`src/hdl/sse_pkg.sv`:
```
// ----------------------------------------------------------------------------
// sse_pkg
// Shared widths, payload types and controller commands for the sample
// statistics engine.
// ----------------------------------------------------------------------------
package sse_pkg;

  localparam int MAX_SAMPLES = 16;

  localparam int SMP_W  = 16;
  localparam int CNT_W  = $clog2(MAX_SAMPLES + 1);
  localparam int SUM_W  = SMP_W + CNT_W;
  localparam int SQ_W   = 2 * SMP_W + CNT_W;
  localparam int NUM_W  = SQ_W + CNT_W;
  localparam int DVS_W  = 2 * CNT_W;
  localparam int ROOT_W = 16;
  localparam int VAR_W  = 2 * ROOT_W;
  localparam int REM_W  = ROOT_W + 2;
  localparam int STEP_W = $clog2(NUM_W + 1);

  typedef struct packed {
    logic signed [15:0] sample;
    logic               last;
  } in_item_t;

  typedef struct packed {
    logic signed [15:0] minimum;
    logic signed [15:0] maximum;
    logic signed [15:0] average;
    logic        [15:0] deviation;
    logic        [4:0]  sample_count;
    logic               overflowed;
  } out_item_t;

  // controller to datapath
  typedef struct packed {
    logic accept;       // take in_item into the run
    logic mul;          // n*sumsq, sum^2, n^2
    logic ld_mean;      // numerator, load divider with |sum| / n
    logic div_step;     // one quotient bit
    logic ld_var;       // save mean, load divider with num / n^2
    logic sqrt_ld;      // load root unit with variance
    logic sqrt_step;    // one root bit
    logic out_load;     // load result register, clear the run
  } cmd_t;

endpackage

```
`src/hdl/sample_statistics_engine_top.sv`:
```
// ----------------------------------------------------------------------------
// sample_statistics_engine_top
// Running min / max / mean / population standard deviation over runs of
// signed Q8.8 samples.
//
// Input channel in_valid / in_ready / in_item carries one sample per item;
// in_item.last closes the run. Up to MAX_SAMPLES samples are accumulated,
// later ones are dropped and reported through out_item.overflowed.
// While a run is open, one item is taken per cycle. After the last item the
// input closes while the bit-serial divider runs twice (mean, then
// variance) and the square-root unit takes 16 steps. The result is then
// loaded into the output register, out_valid rises and the input reopens
// for the next run.
// The output register holds one result; the next run can be accumulated
// while it waits. If the receiver still stalls when the next run's result
// is ready, the block holds in its final state with the input closed.
// Synchronous reset (rst_n low) clears the run and drops any pending result.
// ----------------------------------------------------------------------------
module sample_statistics_engine_top (
  input  logic               clk,
  input  logic               rst_n,
  input  logic               in_valid,
  output logic               in_ready,
  input  sse_pkg::in_item_t  in_item,
  output logic               out_valid,
  input  logic               out_ready,
  output sse_pkg::out_item_t out_item
);
  import sse_pkg::*;

  cmd_t cmd;

  sse_ctrl u_ctrl (
    .clk       (clk),
    .rst_n     (rst_n),
    .in_valid  (in_valid),
    .in_last   (in_item.last),
    .in_ready  (in_ready),
    .out_valid (out_valid),
    .out_ready (out_ready),
    .cmd       (cmd)
  );

  sse_dp u_dp (
    .clk      (clk),
    .rst_n    (rst_n),
    .cmd      (cmd),
    .in_item  (in_item),
    .out_item (out_item)
  );

endmodule

```
`src/hdl/sse_ctrl.sv`:
```
// ----------------------------------------------------------------------------
// sse_ctrl
// Sequencer: accumulation phase, then multiply, divide (mean and variance),
// square root and result hand-off.
// ----------------------------------------------------------------------------
module sse_ctrl (
  input  logic          clk,
  input  logic          rst_n,
  input  logic          in_valid,
  input  logic          in_last,
  output logic          in_ready,
  output logic          out_valid,
  input  logic          out_ready,
  output sse_pkg::cmd_t cmd
);
  import sse_pkg::*;

  typedef enum logic [9:0] {
    S_ACC   = 10'b00_0000_0001,
    S_FLUSH = 10'b00_0000_0010,
    S_MUL   = 10'b00_0000_0100,
    S_SUB   = 10'b00_0000_1000,
    S_DIVM  = 10'b00_0001_0000,
    S_MSAVE = 10'b00_0010_0000,
    S_DIVV  = 10'b00_0100_0000,
    S_SQLD  = 10'b00_1000_0000,
    S_SQRT  = 10'b01_0000_0000,
    S_DONE  = 10'b10_0000_0000
  } state_t;

  state_t             state_r, state_nxt;
  logic [STEP_W-1:0]  cnt_r, cnt_nxt;
  logic               out_valid_r, out_valid_nxt;
  logic               div_last, sqrt_last, slot_free;

  assign div_last  = (cnt_r == STEP_W'(NUM_W - 1));
  assign sqrt_last = (cnt_r == STEP_W'(ROOT_W - 1));
  assign slot_free = !out_valid_r || out_ready;

  assign in_ready  = (state_r == S_ACC);
  assign out_valid = out_valid_r;

  always_comb begin
    state_nxt     = state_r;
    cnt_nxt       = cnt_r;
    out_valid_nxt = out_valid_r;
    cmd           = '0;
    if (out_valid_r && out_ready) begin
      out_valid_nxt = 1'b0;
    end
    unique case (state_r)
      S_ACC: begin
        if (in_valid) begin
          cmd.accept = 1'b1;
          if (in_last) begin
            state_nxt = S_FLUSH;
          end
        end
      end
      // lets the last square land in the sum of squares
      S_FLUSH: state_nxt = S_MUL;
      S_MUL: begin
        cmd.mul   = 1'b1;
        state_nxt = S_SUB;
      end
      S_SUB: begin
        cmd.ld_mean = 1'b1;
        cnt_nxt     = '0;
        state_nxt   = S_DIVM;
      end
      S_DIVM: begin
        cmd.div_step = 1'b1;
        cnt_nxt      = cnt_r + STEP_W'(1);
        if (div_last) begin
          state_nxt = S_MSAVE;
        end
      end
      S_MSAVE: begin
        cmd.ld_var = 1'b1;
        cnt_nxt    = '0;
        state_nxt  = S_DIVV;
      end
      S_DIVV: begin
        cmd.div_step = 1'b1;
        cnt_nxt      = cnt_r + STEP_W'(1);
        if (div_last) begin
          state_nxt = S_SQLD;
        end
      end
      S_SQLD: begin
        cmd.sqrt_ld = 1'b1;
        cnt_nxt     = '0;
        state_nxt   = S_SQRT;
      end
      S_SQRT: begin
        cmd.sqrt_step = 1'b1;
        cnt_nxt       = cnt_r + STEP_W'(1);
        if (sqrt_last) begin
          state_nxt = S_DONE;
        end
      end
      S_DONE: begin
        if (slot_free) begin
          cmd.out_load  = 1'b1;
          out_valid_nxt = 1'b1;
          state_nxt     = S_ACC;
        end
      end
      default: state_nxt = S_ACC;
    endcase
  end

  always_ff @(posedge clk) begin
    if (!rst_n) begin
      state_r     <= S_ACC;
      cnt_r       <= '0;
      out_valid_r <= 1'b0;
    end else begin
      state_r     <= state_nxt;
      cnt_r       <= cnt_nxt;
      out_valid_r <= out_valid_nxt;
    end
  end

  // a waiting result is never overwritten
  a_no_overwrite: assert property (@(posedge clk) disable iff (!rst_n)
    cmd.out_load |-> (!out_valid_r || out_ready))
    else $error("result register loaded while a result was still waiting");

  // the last item of a run closes the input until the result is loaded
  a_close_after_last: assert property (@(posedge clk) disable iff (!rst_n)
    (in_valid && in_ready && in_last) |=> !in_ready)
    else $error("input still open after the last item of a run");

  // every load of the result raises out_valid
  a_load_sets_valid: assert property (@(posedge clk) disable iff (!rst_n)
    cmd.out_load |=> out_valid_r)
    else $error("result loaded without out_valid");

  // step counter stays inside the divider length
  a_cnt_range: assert property (@(posedge clk) disable iff (!rst_n)
    cmd.div_step |-> (cnt_r <= STEP_W'(NUM_W - 1)))
    else $error("divider step counter out of range");

endmodule

```
`src/hdl/sse_dp.sv`:
```
// ----------------------------------------------------------------------------
// sse_dp
// Datapath: run accumulators, final multipliers, bit-serial divider,
// two-bit-per-step square root and the result register.
// ----------------------------------------------------------------------------
module sse_dp (
  input  logic               clk,
  input  logic               rst_n,
  input  sse_pkg::cmd_t      cmd,
  input  sse_pkg::in_item_t  in_item,
  output sse_pkg::out_item_t out_item
);
  import sse_pkg::*;

  // run accumulators
  logic signed [15:0]     min_r, max_r;
  logic signed [SUM_W-1:0] sum_r;
  logic [SQ_W-1:0]        sumsq_r;
  logic [CNT_W-1:0]       count_r;
  logic                   drop_r;
  logic [31:0]            sq_r;
  logic                   sq_pend_r;

  // final arithmetic
  logic [NUM_W-1:0]       prod_a_r, prod_b_r, num_r;
  logic [DVS_W-1:0]       nsq_r;
  logic [NUM_W-1:0]       dvd_r;
  logic [DVS_W-1:0]       rem_r, dvs_r;
  logic                   neg_r;
  logic [15:0]            mean_r;
  logic [VAR_W-1:0]       sq_v_r;
  logic [REM_W-1:0]       sq_rem_r;
  logic [ROOT_W-1:0]      root_r;
  out_item_t              out_r;

  logic signed [15:0]     x;
  logic signed [31:0]     x_sq;
  logic                   count_full;
  logic [SUM_W-1:0]       abs_sum;
  logic [NUM_W-1:0]       mul_a, mul_b;
  logic [DVS_W-1:0]       mul_n;
  logic [DVS_W:0]         div_try, div_diff;
  logic                   div_ge;
  logic [15:0]            quot16;
  logic [REM_W+1:0]       rt_try, rt_sub;
  logic                   rt_ge;

  assign x          = in_item.sample;
  assign x_sq       = 32'(x) * 32'(x);
  assign count_full = (count_r == CNT_W'(MAX_SAMPLES));
  assign abs_sum    = sum_r[SUM_W-1] ? SUM_W'(-sum_r) : SUM_W'(sum_r);

  assign mul_a = NUM_W'(count_r) * NUM_W'(sumsq_r);
  assign mul_b = NUM_W'(abs_sum) * NUM_W'(abs_sum);
  assign mul_n = DVS_W'(count_r) * DVS_W'(count_r);

  // restoring divide: one quotient bit per cycle, quotient shifts into dvd_r
  assign div_try  = {rem_r, dvd_r[NUM_W-1]};
  assign div_diff = div_try - {1'b0, dvs_r};
  assign div_ge   = (div_try >= {1'b0, dvs_r});
  assign quot16   = dvd_r[15:0];

  // digit-by-digit root, two radicand bits per step
  assign rt_try = {sq_rem_r, sq_v_r[VAR_W-1 -: 2]};
  assign rt_sub = (REM_W + 2)'({root_r, 2'b01});
  assign rt_ge  = (rt_try >= rt_sub);

  always_ff @(posedge clk) begin
    if (!rst_n) begin
      min_r     <= '0;
      max_r     <= '0;
      sum_r     <= '0;
      sumsq_r   <= '0;
      count_r   <= '0;
      drop_r    <= 1'b0;
      sq_pend_r <= 1'b0;
    end else begin
      sq_pend_r <= 1'b0;
      if (sq_pend_r) begin
        sumsq_r <= sumsq_r + SQ_W'(sq_r);
      end
      if (cmd.accept) begin
        if (!count_full) begin
          if (count_r == '0) begin
            min_r <= x;
            max_r <= x;
          end else begin
            if (x < min_r) min_r <= x;
            if (x > max_r) max_r <= x;
          end
          sum_r     <= sum_r + SUM_W'(x);
          count_r   <= count_r + CNT_W'(1);
          sq_r      <= x_sq;
          sq_pend_r <= 1'b1;
        end else begin
          drop_r <= 1'b1;
        end
      end
      if (cmd.out_load) begin
        min_r   <= '0;
        max_r   <= '0;
        sum_r   <= '0;
        sumsq_r <= '0;
        count_r <= '0;
        drop_r  <= 1'b0;
      end
    end
  end

  always_ff @(posedge clk) begin
    if (cmd.mul) begin
      prod_a_r <= mul_a;
      prod_b_r <= mul_b;
      nsq_r    <= mul_n;
    end
    if (cmd.ld_mean) begin
      num_r <= prod_a_r - prod_b_r;
      dvd_r <= NUM_W'(abs_sum);
      dvs_r <= DVS_W'(count_r);
      rem_r <= '0;
      neg_r <= sum_r[SUM_W-1];
    end
    if (cmd.div_step) begin
      rem_r <= div_ge ? div_diff[DVS_W-1:0] : div_try[DVS_W-1:0];
      dvd_r <= {dvd_r[NUM_W-2:0], div_ge};
    end
    if (cmd.ld_var) begin
      mean_r <= neg_r ? 16'(-quot16) : quot16;
      dvd_r  <= num_r;
      dvs_r  <= nsq_r;
      rem_r  <= '0;
    end
    if (cmd.sqrt_ld) begin
      sq_v_r   <= dvd_r[VAR_W-1:0];
      sq_rem_r <= '0;
      root_r   <= '0;
    end
    if (cmd.sqrt_step) begin
      sq_rem_r <= rt_ge ? REM_W'(rt_try - rt_sub) : REM_W'(rt_try);
      root_r   <= {root_r[ROOT_W-2:0], rt_ge};
      sq_v_r   <= {sq_v_r[VAR_W-3:0], 2'b00};
    end
    if (cmd.out_load) begin
      out_r.minimum      <= min_r;
      out_r.maximum      <= max_r;
      out_r.average      <= mean_r;
      out_r.deviation    <= root_r;
      out_r.sample_count <= 5'(count_r);
      out_r.overflowed   <= drop_r;
    end
  end

  assign out_item = out_r;

endmodule
```
`config.mk`:
```
export PLATFORM = sky130hd
export DESIGN_NAME = sample_statistics_engine_top
export DESIGN_NICKNAME = d
export VERILOG_FILES = /design/src/hdl/sse_pkg.sv /design/src/hdl/sample_statistics_engine_top.sv /design/src/hdl/sse_ctrl.sv /design/src/hdl/sse_dp.sv
export SDC_FILE = /design/constraint.sdc
export NUM_CORES = 2
export LEC_CHECK = 0
export ABC_CLOCK_PERIOD_IN_PS = 24200
export BUFFER_PORTS_ARGS = -buffer_cell sky130_fd_sc_hd__buf_4
export CORE_ASPECT_RATIO = 0.75
export CORE_MARGIN = 10
export CORE_UTILIZATION = 45
export CTS_CLUSTER_SIZE = 28
export DETAILED_ROUTE_END_ITERATION = 7
export HOLD_SLACK_MARGIN = 0.1
export MAX_ROUTING_LAYER = met4
export PLACE_DENSITY = 0.6
export SLEW_MARGIN = 20
export SYNTH_ARGS = -nofsm -noshare
export SYNTH_HDL_FRONTEND = slang
export SYNTH_SLANG_ARGS = --single-unit
```
`constraint.sdc`:
```
create_clock -name clk -period 24.2 [get_ports clk]
set_input_delay 4.84 -clock clk [delete_from_list [all_inputs] [get_ports clk]]
set_output_delay 4.84 -clock clk [all_outputs]
set_load 0.1 [all_outputs]
```
==> results_dict.tcl <==
set metrics [dict create \
    via_per_inst 5.21 \
    wire_per_inst_um 18.1 \
    num_rows 107 \
    setup_violations 0 \
    max_slew_margin 0.250 \
    rsz0062_at_grt "no" \
    drv_slew 0 \
    met1_length_mm 60.7 \
    routed-via-count 35934 \
    grt_pass1_wl_mm 205 \
    core-area_um2 114000 \
    ant_nets 0 \
    diodes 0 \
    area_growth_pct 8.47 \
    clk_path_buf_depth 3 \
    crit_slowest_cell "fa_1" \
    synth_flop_cell "edfxtp_1" \
    peakVddDrop_v 0.000205 \
    arrival_ps 11440 \
    die_area_um2 128000 \
    io_buffers 92 \
    rr_worst_depth 33 \
    insertion_delay_ps 680 \
    grt_pass1_vias 36747 \
    worstSetupEndpointType "flop" \
    synth-seq-cells 494 \
    die_h_um 313 \
    antenna_found_initial 3 \
    gp_congestion 0.904 \
    initial_core_util 0.453 \
    power_density_nw_per_um2 130 \
    drt_first_iter_violations 2548 \
    drive_gt1_frac 0.0529 \
    hpwl_mm 97.7 \
    hold_path_class "reg2reg" \
    grt_usage 0.204 \
    grt.overflow.total 0 \
    wl_met3_mm 6.95 \
    highest_layer "met4" \
    layout_commonest_cell "inv_1" \
    setup_tns_ps 0 \
    avgSynthCellArea_um2 9.77 \
    ys_types 78 \
    crit_top_cell "fa_1" \
    die_w_um 410 \
    htree_levels 2 \
    critPathMaxStageDelay_ps 550 \
    num_io_pins 93 \
    met2RoutedLength_mm 53.9 \
    start_kind "input port" \
    path_cells "buf_4 > clkinv_1 > nor2_1 > fa_1 > inv_1 > fa_1 > fa_1 > fa_1 > fa_1 > inv_1 > fa_1 > ha_1 > or3_1 > a211oi_1 > o21bai_1 > a2111oi_0 > o31ai_1 > nor4_1 > o41ai_1 > a21oi_1 > xnor2_1" \
    cts_repair_resize_count 0 \
    netlist_area_um2 51400 \
    status "finished clean" \
    crit_required_ps 24610 \
    mostFrequentLayoutCells "inv_1, fa_1, nand2_1" \
    ff2ff_setup_slack_ps 13440 \
    clockRootBuffer "clkbuf_16" \
    regToRegStartpoint "u_dp.sum_r[0]" \
    cts_sinks 494 \
    r2r_end "u_dp.prod_b_r[41]" \
    synth_warnings 0 \
    period_share 0.455 \
    fin_nets 6454 \
    syn_inst 5263 \
    finClkSkew_ps 40.1 \
    worst_pin_slew_ps 1120 \
    yosysSeqAreaShare 0.264 \
    cts_setup_buffers 0 \
    leakage_nw 26.5 \
    min-delay-start "u_dp.mean_r[1]" \
    cts_hold_buf 0 \
    cp_max_fo 16 \
    post-route-drc-count 0 \
    wirelength_mm 125 \
    holdPathEnd "u_dp.out_item[23]" \
    hold_viol 0 \
    grt_max_degree 81 \
    clkSlewWorstSetupHoldPaths_ps 60 \
    async_flop_share 0 \
    drt_pass1_iterations 7 \
    period_needed_ps 11020 \
    cts_tree "built" \
    power.total_mw 7.24 \
    max_freq_mhz 90.7 \
    hold_depth 0 \
    cts_buffers 54 \
    max_cap_violations 0 \
    synth_edf_count 368 \
    path_class "in2reg" \
]
through the flow:
stage / std cells / instance area [um^2] / util / setup slack (ps) / hold WS (ps)
6_report: 6895 / 55800 / 0.491 / 13180 / 417
5_1_grt: 6895 / 55800 / 0.491 / 12680 / 422
4_1_cts: 6895 / 55800 / 0.491 / 13240 / 419
3_5_place_dp: 6793 / 54000 / 0.476 / 12550 / 405
3_3_place_gp: 6793 / 54000 / 0.476 / 12820 / 401
2_1_floorplan: 5277 / 51500 / - / 13220 / 400
layer usage:
layer | GRT usage | vias up
met5 | - | -
met4 | 0.0562 | 0
met3 | 0.0308 | 166
met2 | 0.298 | 824
met1 | 0.294 | 17653
li1 | - | 17291
area by class of cell:
type / instances / area (um^2)
fillers: 10582 / 57700
inverters: 1016 / 3820
repair buffers: 143 / 1070
multi-input cells: 3614 / 33600
flip-flops and latches: 494 / 13600
clock inverters: 29 / 298
clock buffers: 73 / 1470
well taps: 1526 / 1910
sequential cells by signal, summed over array words and instances, names as in the netlist:
signal,cells
u_ctrl.cnt_r,6
u_ctrl.out_valid,1
u_ctrl.state_r,10
u_dp.count_r,5
u_dp.drop_r,1
u_dp.dvd_r,42
u_dp.dvs_r,10
u_dp.max_r,16
u_dp.mean_r,16
u_dp.min_r,16
u_dp.neg_r,1
u_dp.nsq_r,9
u_dp.num_r,42
u_dp.out_item,70
u_dp.prod_a_r,42
u_dp.prod_b_r,41
u_dp.rem_r,10
u_dp.root_r,16
u_dp.sq_pend_r,1
u_dp.sq_r,31
u_dp.sq_rem_r,18
u_dp.sq_v_r,32
u_dp.sum_r,21
u_dp.sumsq_r,37
worst max-delay path: cells and delay by family:
family          cells  cell delay [ps]
compound gates      6             1500
xor+xnor            1               80
fa+ha+maj           7             3190
buf+inv             4              860
simple gates        3              940
power by group:
| part | switching [mW] | internal, mW |
|---|---|---|
| logic | 3.07 | 2.10 |
| clock network | 0.376 | 0.457 |
| registers | 0.0642 | 1.18 |
kinds of logic (layout without fill, tap and decap cells):
kind of cell               count (synthesis)  after routing  synth area share
and+or+nand+nor                         1320           1320             0.118
adders and majority gates               1110           1110             0.366
DFF                                      494            494             0.264
other                                      2             16          0.000146
buffers and inverters                   1169           1261            0.0855
xor gates and xnor gates                 260            260            0.0448
muxes                                     74             74            0.0146
AOI/OAI and AO/OA                        834            834             0.107
cells in the mapped netlist, types with 19 or more instances:
library cell	instances	area share
a22oi_1	27	0.0039
xor2_1	71	0.012
mux2i_1	64	0.012
nand2_1	481	0.035
xnor2_1	187	0.032
nor2b_1	44	0.0054
dfxtp_1	126	0.049
nor2_1	368	0.027
fa_1	661	0.26
a31oi_1	19	0.0023
nand3_1	52	0.0051
nand2b_1	37	0.0045
a22o_1	55	0.0094
edfxtp_1	368	0.21
clkbuf_1	139	0.010
nand4_1	26	0.0032
ha_1	449	0.11
a211oi_1	28	0.0041
o21bai_1	32	0.0047
o21a_1	39	0.0057
o31ai_1	21	0.0031
and2_1	132	0.016
nor3_1	61	0.0059
or3_1	19	0.0023
o21ai_0	145	0.014
a21oi_1	240	0.023
inv_1	1006	0.073
a21o_1	104	0.015
and3_1	37	0.0045
worst max-delay path by stage:
stage,startpoint,end,slack [ps],cells past startpoint
finish,in_item[4],u_dp.sq_r[30],13180,21
global route,in_item[4],u_dp.sq_r[30],12680,21
CTS,in_item[4],u_dp.sq_r[30],13240,21
detailed placement,in_item[4],u_dp.sq_r[30],12550,21
global placement,in_item[4],u_dp.sq_r[30],12820,21
floorplan,in_item[14],u_dp.sq_r[30],13220,23
No activity file was read; power rests on OpenSTA's default activity.
